## src/design/ple_pkg.sv

```systemverilog
// ple_pkg: shared types and constants of the positional list engine
// holds list sizing, operation and status codes, cell select codes and the result struct
// no dependencies
package ple_pkg;

  // list sizing
  localparam int CAPACITY = 16;
  localparam int IDX_W    = $clog2(CAPACITY);
  localparam int CNT_W    = $clog2(CAPACITY + 1);

  // fixed field widths of the channels
  localparam int OP_W    = 3;
  localparam int COLOR_W = 2;
  localparam int POS_W   = 5;
  localparam int FPOS_W  = 4;
  localparam int ECNT_W  = 5;

  // color code that never names an entry
  localparam logic [COLOR_W-1:0] COLOR_INVALID = 2'd3;

  typedef enum logic [OP_W-1:0] {
    OP_APPEND  = 3'd0,
    OP_INSERT  = 3'd1,
    OP_DELETE  = 3'd2,
    OP_SEARCH  = 3'd3,
    OP_REVERSE = 3'd4,
    OP_DUMP    = 3'd5
  } op_e;

  typedef enum logic [2:0] {
    ST_OK        = 3'd0,
    ST_BAD_COLOR = 3'd1,
    ST_BAD_POS   = 3'd2,
    ST_FULL      = 3'd3,
    ST_NOT_FOUND = 3'd4,
    ST_EMPTY     = 3'd5
  } status_e;

  // where a cell takes its next value from
  typedef enum logic [2:0] {
    SEL_HOLD  = 3'd0,
    SEL_LEFT  = 3'd1,
    SEL_RIGHT = 3'd2,
    SEL_HEAD  = 3'd3,
    SEL_NEW   = 3'd4
  } sel_e;

  typedef enum logic {
    FSM_IDLE = 1'b0,
    FSM_BUSY = 1'b1
  } fsm_e;

  typedef struct packed {
    status_e             status;
    logic [FPOS_W-1:0]   found_position;
    logic [COLOR_W-1:0]  entry_color;
    logic [ECNT_W-1:0]   entry_count;
    logic                last;
  } res_t;

endpackage

```

## src/design/ple_cell.sv

```systemverilog
// ple_cell: one slot of the list row, holds one color code
// takes its next value from itself, a neighbor, the head slot or the new color
// depends on ple_pkg
module ple_cell (
  input  logic                        clk_i,
  input  ple_pkg::sel_e               sel_i,
  input  logic [ple_pkg::COLOR_W-1:0] left_i,
  input  logic [ple_pkg::COLOR_W-1:0] right_i,
  input  logic [ple_pkg::COLOR_W-1:0] head_i,
  input  logic [ple_pkg::COLOR_W-1:0] new_i,
  output logic [ple_pkg::COLOR_W-1:0] value_o
);

  logic [ple_pkg::COLOR_W-1:0] value_q, value_d;

  // next value select
  always_comb begin
    case (sel_i)
      ple_pkg::SEL_LEFT:  value_d = left_i;
      ple_pkg::SEL_RIGHT: value_d = right_i;
      ple_pkg::SEL_HEAD:  value_d = head_i;
      ple_pkg::SEL_NEW:   value_d = new_i;
      default:            value_d = value_q;
    endcase
  end

  // slot storage, contents undefined until written
  always_ff @(posedge clk_i) begin
    value_q <= value_d;
  end

  assign value_o = value_q;

endmodule

```

## src/design/ple_obuf.sv

```systemverilog
// ple_obuf: two-entry output buffer of result items (output register plus skid)
// lets the engine finish an item while the consumer stalls
// depends on ple_pkg
module ple_obuf (
  input  logic          clk_i,
  input  logic          rst_ni,
  input  logic          push_i,
  input  ple_pkg::res_t res_i,
  input  logic          out_stall_i,
  output logic          out_valid_o,
  output ple_pkg::res_t res_o,
  output logic          full_o
);

  logic          out_v_q, out_v_d;
  logic          skid_v_q, skid_v_d;
  ple_pkg::res_t out_q, out_d;
  ple_pkg::res_t skid_q, skid_d;
  logic          pop;

  assign pop = out_v_q && !out_stall_i;

  // refill the output register from the skid first, keep order
  always_comb begin
    out_v_d  = out_v_q;
    out_d    = out_q;
    skid_v_d = skid_v_q;
    skid_d   = skid_q;
    if (pop || !out_v_q) begin
      if (skid_v_q) begin
        out_v_d = 1'b1;
        out_d   = skid_q;
        skid_v_d = push_i;
        skid_d   = res_i;
      end else begin
        out_v_d = push_i;
        out_d   = res_i;
      end
    end else if (push_i) begin
      skid_v_d = 1'b1;
      skid_d   = res_i;
    end
  end

  // control state
  always_ff @(posedge clk_i or negedge rst_ni) begin
    if (!rst_ni) begin
      out_v_q  <= 1'b0;
      skid_v_q <= 1'b0;
    end else begin
      out_v_q  <= out_v_d;
      skid_v_q <= skid_v_d;
    end
  end

  // payload
  always_ff @(posedge clk_i) begin
    out_q  <= out_d;
    skid_q <= skid_d;
  end

  assign out_valid_o = out_v_q;
  assign res_o       = out_q;
  assign full_o      = skid_v_q;

endmodule

```

## src/design/positional_list_engine.sv

```systemverilog
// positional_list_engine: ordered list of color codes kept in a row of cells
// uses ple_pkg, ple_cell (one per list slot) and ple_obuf (result buffer)
//
//   channel | direction | handshake             | payload
//   --------+-----------+-----------------------+----------------------------------------
//   in      | input     | in_valid_i/in_stall_o | operation_i, color_i, position_i
//   out     | output    | out_valid_o/out_stall_i | status_o, found_position_o,
//           |           |                       | entry_color_o, entry_count_o, last_o
//
// append, insert and delete shift the whole cell row at once.
// search, dump and reverse stay busy and stall the input until their last step: the row
// rotates a prefix through the head cell, one slot per cycle unless the buffer is full.
// dump pushes one result item per cycle and pauses while the result buffer is full.
// reset clears the count and control state; slot contents need no clearing.
// stalls on the output hold results in a two-entry buffer; input stalls while busy
// or while that buffer is full.
module positional_list_engine (
  input  logic                        clk_i,
  input  logic                        rst_ni,
  input  logic                        in_valid_i,
  output logic                        in_stall_o,
  input  logic [ple_pkg::OP_W-1:0]    operation_i,
  input  logic [ple_pkg::COLOR_W-1:0] color_i,
  input  logic [ple_pkg::POS_W-1:0]   position_i,
  output logic                        out_valid_o,
  input  logic                        out_stall_i,
  output logic [2:0]                  status_o,
  output logic [ple_pkg::FPOS_W-1:0]  found_position_o,
  output logic [ple_pkg::COLOR_W-1:0] entry_color_o,
  output logic [ple_pkg::ECNT_W-1:0]  entry_count_o,
  output logic                        last_o
);

  localparam int CAP   = ple_pkg::CAPACITY;
  localparam int IDX_W = ple_pkg::IDX_W;
  localparam int CNT_W = ple_pkg::CNT_W;

  ple_pkg::fsm_e               state_q, state_d;
  logic [CNT_W-1:0]            count_q, count_d;
  logic [IDX_W-1:0]            k_q, k_d;
  logic [IDX_W-1:0]            idx_q, idx_d;
  logic                        found_q, found_d;
  ple_pkg::op_e                op_q, op_d;
  logic [ple_pkg::COLOR_W-1:0] color_q, color_d;

  logic [ple_pkg::COLOR_W-1:0] cell_val [CAP];
  ple_pkg::sel_e               cell_sel [CAP];
  logic [ple_pkg::COLOR_W-1:0] head;

  ple_pkg::op_e     op_in;
  ple_pkg::res_t    res;
  ple_pkg::res_t    res_out;
  logic             push;
  logic             buf_full;
  logic             accept;
  logic             start;
  logic             step;
  logic             final_step;
  logic             ins_en, del_en, rot_en;
  logic [CNT_W-1:0] ipos;
  logic [CNT_W-1:0] dpos;
  logic [IDX_W-1:0] tgt;
  logic [CNT_W-1:0] cnt_m1;
  logic [IDX_W-1:0] last_idx;
  logic             hit;

  assign op_in    = ple_pkg::op_e'(operation_i);
  assign head     = cell_val[0];
  assign cnt_m1   = count_q - CNT_W'(1);
  assign last_idx = cnt_m1[IDX_W-1:0];
  assign dpos     = CNT_W'(position_i);

  // handshake
  assign in_stall_o = (state_q != ple_pkg::FSM_IDLE) || buf_full;
  assign accept     = in_valid_i && !in_stall_o;

  // multi-cycle commands enter the busy state
  assign start = accept &&
                 ((((op_in == ple_pkg::OP_SEARCH) || (op_in == ple_pkg::OP_DUMP)) &&
                   (count_q != '0)) ||
                  ((op_in == ple_pkg::OP_REVERSE) && (count_q > CNT_W'(1))));

  // one rotation step per cycle while there is room for a result
  assign step       = (state_q == ple_pkg::FSM_BUSY) && !buf_full;
  assign final_step = (op_q == ple_pkg::OP_REVERSE) ? (k_q == last_idx - IDX_W'(1))
                                                    : (k_q == last_idx);
  assign hit        = (head == color_q) && !found_q;

  // next state
  always_comb begin
    state_d = state_q;
    case (state_q)
      ple_pkg::FSM_IDLE: begin
        if (start) state_d = ple_pkg::FSM_BUSY;
      end
      ple_pkg::FSM_BUSY: begin
        if (step && final_step) state_d = ple_pkg::FSM_IDLE;
      end
      default: state_d = ple_pkg::FSM_IDLE;
    endcase
  end

  // command decode, result building and scan bookkeeping
  always_comb begin
    count_d = count_q;
    k_d     = k_q;
    idx_d   = idx_q;
    found_d = found_q;
    op_d    = op_q;
    color_d = color_q;
    ins_en  = 1'b0;
    del_en  = 1'b0;
    rot_en  = 1'b0;
    tgt     = last_idx;
    ipos    = count_q;
    push    = 1'b0;
    res     = '0;
    case (state_q)
      ple_pkg::FSM_IDLE: begin
        if (accept) begin
          op_d    = op_in;
          color_d = color_i;
          k_d     = '0;
          idx_d   = '0;
          found_d = 1'b0;
          case (op_in)
            ple_pkg::OP_APPEND, ple_pkg::OP_INSERT: begin
              ipos = (op_in == ple_pkg::OP_APPEND) ? count_q : dpos;
              push = 1'b1;
              if (color_i == ple_pkg::COLOR_INVALID) begin
                res.status = ple_pkg::ST_BAD_COLOR;
              end else if (ipos > count_q) begin
                res.status = ple_pkg::ST_BAD_POS;
              end else if (count_q >= CNT_W'(CAP)) begin
                res.status = ple_pkg::ST_FULL;
              end else begin
                res.status = ple_pkg::ST_OK;
                ins_en     = 1'b1;
                count_d    = count_q + CNT_W'(1);
              end
              res.entry_count = ple_pkg::ECNT_W'(count_d);
              res.last        = 1'b1;
            end
            ple_pkg::OP_DELETE: begin
              push = 1'b1;
              if (dpos >= count_q) begin
                res.status = ple_pkg::ST_BAD_POS;
              end else begin
                res.status = ple_pkg::ST_OK;
                del_en     = 1'b1;
                count_d    = cnt_m1;
              end
              res.entry_count = ple_pkg::ECNT_W'(count_d);
              res.last        = 1'b1;
            end
            ple_pkg::OP_SEARCH: begin
              if (count_q == '0) begin
                push            = 1'b1;
                res.status      = ple_pkg::ST_NOT_FOUND;
                res.entry_count = ple_pkg::ECNT_W'(count_q);
                res.last        = 1'b1;
              end
            end
            ple_pkg::OP_REVERSE: begin
              if (count_q <= CNT_W'(1)) begin
                push            = 1'b1;
                res.status      = ple_pkg::ST_OK;
                res.entry_count = ple_pkg::ECNT_W'(count_q);
                res.last        = 1'b1;
              end
            end
            ple_pkg::OP_DUMP: begin
              if (count_q == '0) begin
                push            = 1'b1;
                res.status      = ple_pkg::ST_EMPTY;
                res.entry_count = ple_pkg::ECNT_W'(count_q);
                res.last        = 1'b1;
              end
            end
            default: begin
            end
          endcase
        end
      end
      ple_pkg::FSM_BUSY: begin
        if (step) begin
          rot_en          = 1'b1;
          k_d             = k_q + IDX_W'(1);
          res.entry_count = ple_pkg::ECNT_W'(count_q);
          case (op_q)
            ple_pkg::OP_SEARCH: begin
              if (hit) begin
                found_d = 1'b1;
                idx_d   = k_q;
              end
              if (final_step) begin
                push     = 1'b1;
                res.last = 1'b1;
                if (found_q || hit) begin
                  res.status         = ple_pkg::ST_OK;
                  res.found_position = ple_pkg::FPOS_W'(hit ? k_q : idx_q);
                end else begin
                  res.status = ple_pkg::ST_NOT_FOUND;
                end
              end
            end
            ple_pkg::OP_REVERSE: begin
              // move the head behind the part already reversed
              tgt = last_idx - k_q;
              if (final_step) begin
                push       = 1'b1;
                res.status = ple_pkg::ST_OK;
                res.last   = 1'b1;
              end
            end
            default: begin
              // dump: one entry leaves the head each cycle while the result buffer has room
              push               = 1'b1;
              res.status         = ple_pkg::ST_OK;
              res.found_position = ple_pkg::FPOS_W'(k_q);
              res.entry_color    = head;
              res.last           = final_step;
            end
          endcase
        end
      end
      default: begin
      end
    endcase
  end

  // per-cell select from its place relative to the command position
  always_comb begin
    for (int i = 0; i < CAP; i++) begin
      cell_sel[i] = ple_pkg::SEL_HOLD;
      if (ins_en) begin
        if (CNT_W'(i) > ipos) cell_sel[i] = ple_pkg::SEL_LEFT;
        else if (CNT_W'(i) == ipos) cell_sel[i] = ple_pkg::SEL_NEW;
      end else if (del_en) begin
        if (CNT_W'(i) >= dpos) cell_sel[i] = ple_pkg::SEL_RIGHT;
      end else if (rot_en) begin
        if (IDX_W'(i) < tgt) cell_sel[i] = ple_pkg::SEL_RIGHT;
        else if (IDX_W'(i) == tgt) cell_sel[i] = ple_pkg::SEL_HEAD;
      end
    end
  end

  // row of cells, ends fed back from themselves
  for (genvar g = 0; g < CAP; g++) begin : g_cell
    ple_cell u_cell (
      .clk_i   (clk_i),
      .sel_i   (cell_sel[g]),
      .left_i  (cell_val[(g == 0) ? 0 : g - 1]),
      .right_i (cell_val[(g == CAP - 1) ? CAP - 1 : g + 1]),
      .head_i  (head),
      .new_i   (color_i),
      .value_o (cell_val[g])
    );
  end

  // control state
  always_ff @(posedge clk_i or negedge rst_ni) begin
    if (!rst_ni) begin
      state_q <= ple_pkg::FSM_IDLE;
      count_q <= '0;
      k_q     <= '0;
      found_q <= 1'b0;
      idx_q   <= '0;
      op_q    <= ple_pkg::OP_APPEND;
    end else begin
      state_q <= state_d;
      count_q <= count_d;
      k_q     <= k_d;
      found_q <= found_d;
      idx_q   <= idx_d;
      op_q    <= op_d;
    end
  end

  // latched search color
  always_ff @(posedge clk_i) begin
    color_q <= color_d;
  end

  // result buffer
  ple_obuf u_obuf (
    .clk_i       (clk_i),
    .rst_ni      (rst_ni),
    .push_i      (push),
    .res_i       (res),
    .out_stall_i (out_stall_i),
    .out_valid_o (out_valid_o),
    .res_o       (res_out),
    .full_o      (buf_full)
  );

  assign status_o         = res_out.status;
  assign found_position_o = res_out.found_position;
  assign entry_color_o    = res_out.entry_color;
  assign entry_count_o    = res_out.entry_count;
  assign last_o           = res_out.last;

  // checks
  a_push_room: assert property (@(posedge clk_i) disable iff (!rst_ni)
    push |-> !buf_full)
    else $error("result pushed into a full buffer");

  a_count_cap: assert property (@(posedge clk_i) disable iff (!rst_ni)
    count_q <= CNT_W'(CAP))
    else $error("entry count above capacity");

  a_insert_count: assert property (@(posedge clk_i) disable iff (!rst_ni)
    ins_en |=> (count_q == $past(count_q) + CNT_W'(1)))
    else $error("insert did not grow the list by one");

  a_scan_done: assert property (@(posedge clk_i) disable iff (!rst_ni)
    (step && final_step) |=> (state_q == ple_pkg::FSM_IDLE))
    else $error("scan did not end after its last step");

endmodule
```

## config.mk

```make
export PLATFORM = sky130hd
export DESIGN_NAME = positional_list_engine
export DESIGN_NICKNAME = d
export VERILOG_FILES = /design/src/design/ple_pkg.sv /design/src/design/ple_cell.sv /design/src/design/ple_obuf.sv /design/src/design/positional_list_engine.sv
export SDC_FILE = /design/constraint.sdc
export NUM_CORES = 1
export LEC_CHECK = 0
export BUFFER_PORTS_ARGS = -buffer_cell sky130_fd_sc_hd__buf_2
export CAP_MARGIN = 20
export CORE_ASPECT_RATIO = 1.2
export CORE_MARGIN = 2
export CORE_UTILIZATION = 45
export CTS_CLUSTER_DIAMETER = 40
export CTS_CLUSTER_SIZE = 16
export DETAILED_ROUTE_END_ITERATION = 10
export MAX_ROUTING_LAYER = met4
export SYNTH_ARGS = -nofsm -noshare
export SYNTH_HDL_FRONTEND = slang
export SYNTH_SLANG_ARGS = --single-unit
export TNS_END_PERCENT = 1
```

## constraint.sdc

```tcl
create_clock -name clk_i -period 5.6 [get_ports clk_i]
set_input_delay 1.12 -clock clk_i [delete_from_list [all_inputs] [get_ports clk_i]]
set_output_delay 1.12 -clock clk_i [all_outputs]
set_load 0.005 [all_outputs]
```

Word level (Yosys, flattened, before mapping)
Index checks and enable logic that the tools add are counted.
- flip-flop bits (word level): 84
- logic and storage cells: 476
- reduce and logical (&&, ||, !) cells: 52
- magnitude comparators: 53
- add/sub/neg operators: 5
- multiplexer cells: 223
- bitwise gates (word level): 1
- equal/unequal tests: 107
- operators with widths (kind ; number):
    2-to-1 mux 3 bit ; 69
    2-to-1 mux 2 bit ; 69
    one-hot mux 2 bit (4 select lines) ; 13
    == test 3 x 2 -> 1 bit, second input constant ; 33
    2-to-1 mux 15 bit ; 5
    == test 3 bit, second input constant ; 19
    nonzero test 4 bit ; 13
    == test 3 x 1 -> 1 bit, second input constant ; 16
    == test 4 x 5 -> 1 bit, first input constant ; 8
    greater-or-equal comparator 4 x 5 -> 1 bit, first input constant ; 8
    greater-than comparator 4 x 5 -> 1 bit, first input constant ; 8
    2-to-1 mux 5 bit ; 8
    2-to-1 mux 4 bit ; 9
    == test 4 bit, first input constant ; 8
    less-than comparator 4 bit, first input constant ; 8
    2-to-1 mux 1 bit ; 30
    2-to-1 mux 6 bit ; 4
    one-hot mux 4 bit (2 select lines) ; 3
    one-hot mux 6 bit (4 select lines) ; 1
    == test 3 x 5 -> 1 bit, first input constant ; 4
    greater-or-equal comparator 3 x 5 -> 1 bit, first input constant ; 4
    greater-than comparator 3 x 5 -> 1 bit, first input constant ; 4
    == test 3 x 4 -> 1 bit, first input constant ; 4
    less-than comparator 3 x 4 -> 1 bit, first input constant ; 4
    49 further kinds ; 89

Logic depth before layout (Yosys ltp)
Gate-level depths: netlist of the first run.
- depth after elaboration: 14
- mapped depth: 14
- mapped depth without buffers: 12

Modules after synthesis
From an unflattened synthesis of the first run, not the netlist that was laid out.
- cell total of the unflattened synthesis: 732
- area total of the unflattened synthesis: 6691.4 um2
- by module, submodules not included (module ; area an instance (um2) ; times used ; cells an instance):
    positional_list_engine ; 3035.4 ; 1 ; 421
    ple_cell ; 152.6 ; 16 ; 16
    ple_obuf ; 1213.7 ; 1 ; 55

Least setup slack after synthesis of the first run
OpenSTA, ideal clock, no wires.
- path kind: input -> register
- start: input port operation_i[1] in the netlist's numbering
- end: register g_cell[6].u_cell.value_q (netlist bit g_cell[6].u_cell.value_o[1]), data pin
- data required time: 5.336 ns
- setup slack: 1.355 ns
- stages: 12
- setup time: 0.264 ns
- buffers on the path: 2
- arrival time: 3.981 ns
- cell sequence: buf_1 -> nor3_1 -> mux2_2 -> ha_1 -> nand2_1 -> a211o_1 -> a21oi_1 -> clkbuf_1 -> nor4_2 -> or3b_1 -> nor2_1 -> a31oi_1
- word-level cells in the longest chain between the ends: 11
- elaborated cells on any way between the ends: 28
- classes of those cells: 2 x order compare; 7 x eq/ne; 17 x mux; 2 x reduce/logical
- RTL lines (what ; line ; RTL):
    start, declared ; positional_list_engine.sv:22 ; input logic [ple_pkg::OP_W-1:0] operation_i,
    logical NOT 3 bit / == test 3 x 1 -> 1 bit (equally long branches) ; positional_list_engine.sv:126, positional_list_engine.sv:128 ;
    2-to-1 mux 5 bit / OR reduction 2 bit (equally long branches) ; positional_list_engine.sv:128, positional_list_engine.sv:126 ;
    greater-than comparator 5 bit / 2-to-1 mux 5 bit (equally long branches) ; positional_list_engine.sv:132, positional_list_engine.sv:126 ;
    2-to-1 mux 1 bit / 2-to-1 mux 5 bit (equally long branches) ; positional_list_engine.sv:132, positional_list_engine.sv:120 ;
    2-to-1 mux 1 bit / 2-to-1 mux 5 bit (equally long branches) ; positional_list_engine.sv:130, positional_list_engine.sv:118 ;
    2-to-1 mux 1 bit / == test 3 x 5 -> 1 bit (equally long branches) ; positional_list_engine.sv:126, positional_list_engine.sv:238 ;
    2-to-1 mux 1 bit / 2-to-1 mux 3 bit (equally long branches) ; positional_list_engine.sv:120, positional_list_engine.sv:238 ;
    2-to-1 mux 1 bit / 2-to-1 mux 3 bit (equally long branches) ; positional_list_engine.sv:118, positional_list_engine.sv:237 ;
    2-to-1 mux 3 bit (*) ; positional_list_engine.sv:236 ; if (ins_en) begin
    == test 3 bit (tied with other cells) ; ple_cell.sv:18 ; case (sel_i)
    one-hot mux 2 bit (4 select lines) (*) ; ple_cell.sv:18 ;
    named net g_cell[6].u_cell.value_d, one bit ; ple_cell.sv:14 ; logic [ple_pkg::COLOR_W-1:0] value_q, value_d;
    end signal, assigned ; ple_cell.sv:29 ; value_q <= value_d;
    end, declared ; ple_cell.sv:14 ;
Mark *: on every way through the listed nets, which the timed path passes. The rest lies on a longest branch.
A chain may end at the register's enable or synchronous reset.

Worst setup path in the final report of the first run
Ends and elaborated chain as after synthesis.

==> results of run 1 <==
==> stage by stage <==
stage / instances / cell area, um^2 / util [%] / hold slack (ns)
after floorplan: 705 / 6500 / - / 0.462
after global placement: 878 / 6730 / 47.3 / 0.498
after detailed placement: 878 / 6730 / 47.3 / 0.517
after CTS: 894 / 7040 / 49.5 / 0.530
after global routing: 894 / 7040 / 49.5 / 0.548
final: 894 / 7040 / 49.5 / 0.530
==> cells by family after synthesis <==
group / after synthesis / synth area share, %
AO/OA/AOI/OAI: 207 / 23.2
adder cells (fa/ha/maj): 18 / 3.58
XOR/XNOR: 18 / 3.04
AND/OR/NAND/NOR: 280 / 23.6
flip-flops: 84 / 37.3
buffers and inverters: 75 / 5.25
multiplexers: 23 / 4.06
==> synthesized netlist by cell type, types with 12 or more instances <==
library cell / number
a22o_1: 12
clkbuf_1: 25
a21oi_1: 31
nor2_1: 57
nor3_1: 16
nand2_1: 67
nand2b_1: 12
ha_1: 17
dfrtp_1: 20
edfxtp_1: 64
inv_1: 31
a31oi_1: 14
o21ai_0: 32
nand3_1: 39
==> path summary, 6_finish.rpt <==
kind / end / startpoint / cells after the start / slack, ns
max: g_cell[6].u_cell.value_o[1]$_DFFE_PP_ / operation_i[1] / 11 / 0.96
min: u_obuf.res_o[6]$_DFFE_PP_ / u_obuf.skid_q[6]$_DFFE_PP_ / 1 / 0.53
max reg2reg: g_cell[10].u_cell.value_o[1]$_DFFE_PP_ / count_q[1]$_DFFE_PN0P_ / 13 / 1.21
min reg2reg: u_obuf.res_o[6]$_DFFE_PP_ / u_obuf.skid_q[6]$_DFFE_PP_ / 1 / 0.53
max in group asynchronous: count_q[3]$_DFFE_PN0P_ / rst_ni / 1 / 4.49
min in group asynchronous: idx_q[3]$_DFFE_PN0P_ / rst_ni / 1 / 0.74
==> layout by cell type, fill, tap and decap left out, drive strengths merged, types with 5 or more instances in the layout <==
cell type | netlist | layout
nor2 | 62 | 62
o21ai | 42 | 42
edfxtp | 64 | 64
and2 | 8 | 8
xnor2 | 13 | 13
a2bb2oi | 7 | 7
a21oi | 34 | 34
and3 | 8 | 8
nor4 | 9 | 9
a211o | 6 | 6
o211ai | 11 | 11
a211oi | 9 | 9
a22oi | 11 | 11
mux2 | 15 | 15
mux2i | 8 | 8
nand3b | 8 | 8
dfrtp | 20 | 20
or3 | 5 | 5
nand3 | 39 | 39
a31oi | 14 | 14
nand2b | 13 | 13
inv | 31 | 36
or3b | 7 | 7
a222oi | 6 | 6
nand2 | 70 | 70
clkbuf | 25 | 10
ha | 17 | 17
a22o | 12 | 12
nor3 | 22 | 22
nand4 | 8 | 8
buf | 17 | 40
a21o | 10 | 10
==> power breakdown <==
part / internal (mW) / switching [mW]
sequential: 1.12 / 0.225
combinational: 0.984 / 1.65
clock: 0.340 / 0.283
==> worst max-delay path, cell delays in order <==
cell       delay (ns)
buf_2            0.18
nor3_1           0.62
mux2_2           0.44
ha_1             0.28
nand2_1          0.08
a211o_1          0.27
a21oi_1          0.78
or3_1            0.41
a2bb2oi_1        0.34
nand3_1          0.12
a31oi_1          0.18
==> metal layers <==
metal / global-route usage [%] / up-vias
met5: - / -
met4: 13.2 / 0
met3: 3.40 / 49
met2: 47.7 / 286
met1: 32.6 / 2845
li1: - / 2715
==> area by class of cell <==
class                           instances  area (um^2)
Tap cell                              175          219
Inverter                               33          129
Sequential cell                        84         2420
Timing Repair Buffer                   40          225
Clock inverter                          6         57.6
Clock buffer                           10          250
Multi-Input combinational cell        546         3740
Fill cell                            1343         7190
==> state kept, by name (all words and copies together), names as in the netlist <==
| register | count |
|---|---|
| idx_q | 4 |
| count_q | 5 |
| u_obuf.full_o | 1 |
| g_cell.u_cell.value_o | 32 |
| u_obuf.skid_q | 15 |
| u_obuf.res_o | 15 |
| op_q | 3 |
| state_q | 1 |
| found_q | 1 |
| u_obuf.out_valid_o | 1 |
| color_q | 2 |
| k_q | 4 |
==> summary.txt, run 1 <==
Tot GR Track Use: 27.9%
Required @ worst endpoint: 5.80 ns
Pwr Total: 4.61 mW
DRT antenna net count: 0
Initial core utilization: 45.7%
Die area: 15400 um^2
Fmax: 0.216 GHz
Initial antenna violation count: 0
Hold-fix buffers at CTS: 0
DR top layer: met4
Met3 WL post-DR: 1.20 mm
Core area: 14200 um^2
Fraction of layout cells with a size suffix above 1: 15.3%
Nature of the critical path startpoint: input port
CTS root buffer: clkbuf_16
Post-synthesis async set-or-reset flop share: 23.8%
# Post-CTS Setup Buffers: 0
Clock-pin slew on the worst setup and hold paths: 0.07 ns
First DRT Iteration DRCs: 623
WL per Instance: 22.9 um
Actual slew at the worst max-slew pin: 1.03 ns
Port Buffers: 30
Post-Place Worst Slack: 0.663 ns
Skew final: 0.00887 ns
Total negative slack: 0 ns
Period utilisation layout: 82.8%
Gr ovfl total: 0
Ports: 31
Endpoints failing setup: 0
Status: finished, final reports clean
Slew HR: 31.6%
H-Tree Depth: 3
Unique masters post-synth: 95
YS warnings: 0
Area growth from synthesis to layout: 8.30%
Num CTS Buffers: 9
CTS resizes: 0
Die width: 114 um
DP Wirelength: 15.3 mm
Largest net degree at the start of global routing: 24
WL met1: 8.02 mm
Crit. End Element: register
RSZ-0062 raised after global routing: no
# rows: 48
Worst Hold Class: reg2reg
Final Hold Fails: 0
ANT cells: 0
Vias in the first global route: 5660
Yosys top cell by area: edfxtp_1
Final min period: 4.64 ns
Worst-Skew Late Latency: 0.35 ns
Total clock sinks: 84
Via count: 5895
Die Ht: 136 um
Synth Cell Area: 6500 um^2
Area contributors post-synth: edfxtp_1 (30%), dfrtp_1 (7.7%), nand2_1 (3.9%)
Mapped Nets: 737
Pleak: 2.81 nW
Max Cap Violations: 0
Share of the synthesized area in the top cell type: 29.6%
Crit-path max FO: 14
Yosys reg bits: 84
Post-synth EDFFs: 64
Crit path DAT: 4.84 ns
IR drop worst, VDD: 0.000308 V
Drt pass-1 iters: 5
Seq/Total Area, Yosys: 37.3%
Via/cell ratio: 6.59
Slew Limit Fails: 0
Clock tree from TritonCTS: yes
Pwr dens: 654 nW/um^2
Syn avg cell area: 9.22 um^2
WL met2: 10.4 mm
GPL Wtd Cong: 0.952
Final WS setup: 0.961 ns
First-pass GRT wire length: 31.9 mm
Syn Inst Count: 705
DR DRC count: 0
CTS Buffer Depth: 2
Final Net Count: 746
Prevailing post-synth register cell: edfxtp_1
Routed WL: 20.5 mm
Critical path class: in2reg
(Power assumes the default switching activity.)
==> run 2, diff against run 1 <==
Clock period 5.6 ns to 3.7 ns, I/O delays scaled along.
==> run 2 against run 1 <==
Cell count grew 4.0%. Die area unchanged. Sequential share of layout area down 1.3 points. Utilization grew 1.9 points. Wire length increased by 2.3%. Total power up 56%. Clock-buffer cell count fell by 1. Sequential cell count stayed put. Combinational power increased by 63%.
==> summary.txt, run 2 (same netlist as run 1, synthesis figures left out) <==
Critical path class: reg2reg
CTS Buffer Depth: 2 (unchanged)
Hold-fix buffers at CTS: 0 (unchanged)
Drt pass-1 iters: 6 (+1)
Largest register FFs: 32 (unchanged)
ANT cells: 0 (unchanged)
RSZ-0062 raised after global routing: no
Commonest non-fill, non-tap cell in the layout: nand2_1
Final Hold Fails: 0 (unchanged)
Die Ht: 136 um (unchanged)
Actual slew at the worst max-slew pin: 0.680 ns (-0.345 ns)
Port Buffers: 30 (unchanged)
IR drop worst, VDD: 0.000518 V (+68%)
R2r startpoint: count_q[0]$_DFFE_PN0P_
Fmax: 0.281 GHz
DRT antenna net count: 0 (unchanged)
First DRT Iteration DRCs: 459 (-26%)
Skew final: 0.0100 ns (+0.00115 ns)
Final min period: 3.55 ns
R2R Setup Slk: 0.15 ns (-1.06 ns)
Core area: 14200 um^2 (unchanged)
Num CTS Buffers: 9 (unchanged)
Worst-Skew Late Latency: 0.36 ns (about the same)
Final Net Count: 782 (+4.8%)
Required @ worst endpoint: 3.80 ns (-2.00 ns)
WL per Instance: 22.6 um (-1.7%)
Max Cap Violations: 0 (unchanged)
Tot GR Track Use: 28.5% (+0.70 points)
Post-Layout Inst Area: 7310 um^2 (+3.9%)
Area growth from synthesis to layout: 12.5%
Worst Hold Class: in2async
DP Wirelength: 16.0 mm (+4.4%)
Endpoints failing setup: 0 (unchanged)
GPL Wtd Cong: 1.04 (+9.2%)
Vias in the first global route: 5918 (+4.6%)
Die area: 15400 um^2 (unchanged)
Crit-path cells: clkinv_1 -> ha_1 -> xnor2_4 -> inv_1 -> ha_1 -> nand3b_1 -> and3_1 -> o21ai_2 -> mux2i_1 -> buf_4 -> a211o_1 -> nand2b_4 -> mux2_4
Crit path DAT: 3.66 ns (-1.18 ns)
Pwr dens: 981 nW/um^2 (+50%)
Total clock sinks: 84 (unchanged)
Slew HR: 53.5% (+22 points)
Largest net degree at the start of global routing: 25 (+4.2%)
Nature of the critical path startpoint: register
DP Area: 7020 um^2 (+4.3%)
Clock tree from TritonCTS: yes
DR DRC count: 0 (unchanged)
WP buf/inv: 3 (+2)
Initial antenna violation count: 0 (unchanged)
Status: finished, final reports clean
CP max stage delay: 0.41 ns (-0.37 ns)
CP top delay family: multiplexers
Routed WL: 21.0 mm (+2.3%)
Crit-path max FO: 10 (-4)
Fraction of layout cells with a size suffix above 1: 19.6% (+4.3 points)
Die width: 114 um (unchanged)
CP most frequent cell: ha_1
Pleak: 2.99 nW (+6.3%)
Non-filler cells in the finished layout: 930 (+4.0%)
Placed instance count: 914 (+4.1%)
Crit. End Element: register
Gr ovfl total: 0 (unchanged)
Via count: 5986 (+1.5%)
Commonest cells after routing, fill and taps aside: nand2_1 (67), edfxtp_1 (64), nor2_1 (57)
Period utilisation layout: 96.1%
Clock-pin slew on the worst setup and hold paths: 0.07 ns (about the same)
Total negative slack: 0 ns (unchanged)
# rows: 48 (unchanged)
First-pass GRT wire length: 32.5 mm (+1.9%)
Initial core utilization: 45.7% (unchanged)
Via/cell ratio: 6.44 (-2.4%)
CTS root buffer: clkbuf_16
Slew Limit Fails: 0 (unchanged)
Ports: 31 (unchanged)
Worst setup path start: count_q[0]$_DFFE_PN0P_
H-Tree Depth: 3 (unchanged)
Slowest CP cell: mux2i_1
[run 2: worst paths after layout]
path,end,depth (start not counted)
min reg2reg,u_obuf.res_o[6]$_DFFE_PP_,1
max in group asynchronous,count_q[0]$_DFFE_PN0P_,1
min in group clk_i,u_obuf.res_o[6]$_DFFE_PP_,1
max,g_cell[7].u_cell.value_o[1]$_DFFE_PP_,13
max reg2reg,g_cell[7].u_cell.value_o[1]$_DFFE_PP_,13
min,idx_q[0]$_DFFE_PN0P_,1
[run 2: metrics by stage]
step	power [mW]	setup slack (ns)	hold WS [ns]	util [%]
after detailed placement	6.19	-0.318	0.506	49.3
after floorplan	4.87	-0.0503	0.444	-
after CTS	7.13	0.0565	0.351	51.3
after global routing	7.64	0.0108	0.373	51.4
after global placement	6.12	-0.202	0.492	49.3
final	7.17	0.145	0.341	51.4
[run 2: layout make-up]
type	instances	area [um^2]
multi-input cells	546	3750
clock inverters	7	63.8
repair buffers	76	508
well taps	175	219
inverters	33	129
fillers	1318	6920
clock buffers	9	225
flip-flops and latches	84	2420
[run 2: routing by layer]
| metal | part of all wire [%] | GRT usage (%) |
|---|---|---|
| met2 | 50 | 47.6 |
| met3 | 4.7 | 3.89 |
| met4 | 5.5 | 17.1 |
| met5 | 0 | - |
| met1 | 40 | 32.8 |
[run 2: power by group]
part	switching (mW)	internal, mW	total [mW]	leakage [nW]
sequential	0.274	1.69	1.97	0.884
combinational	2.65	1.65	4.30	1.96
clock	0.432	0.472	0.904	0.145
total	3.36	3.82	7.17	2.99
[run 2: what timing repair did]
item | in CTS | in global routing
resized for setup | 0 | 1
setup endpoints to repair | 0 | 6
buffers inserted | 0 | 0
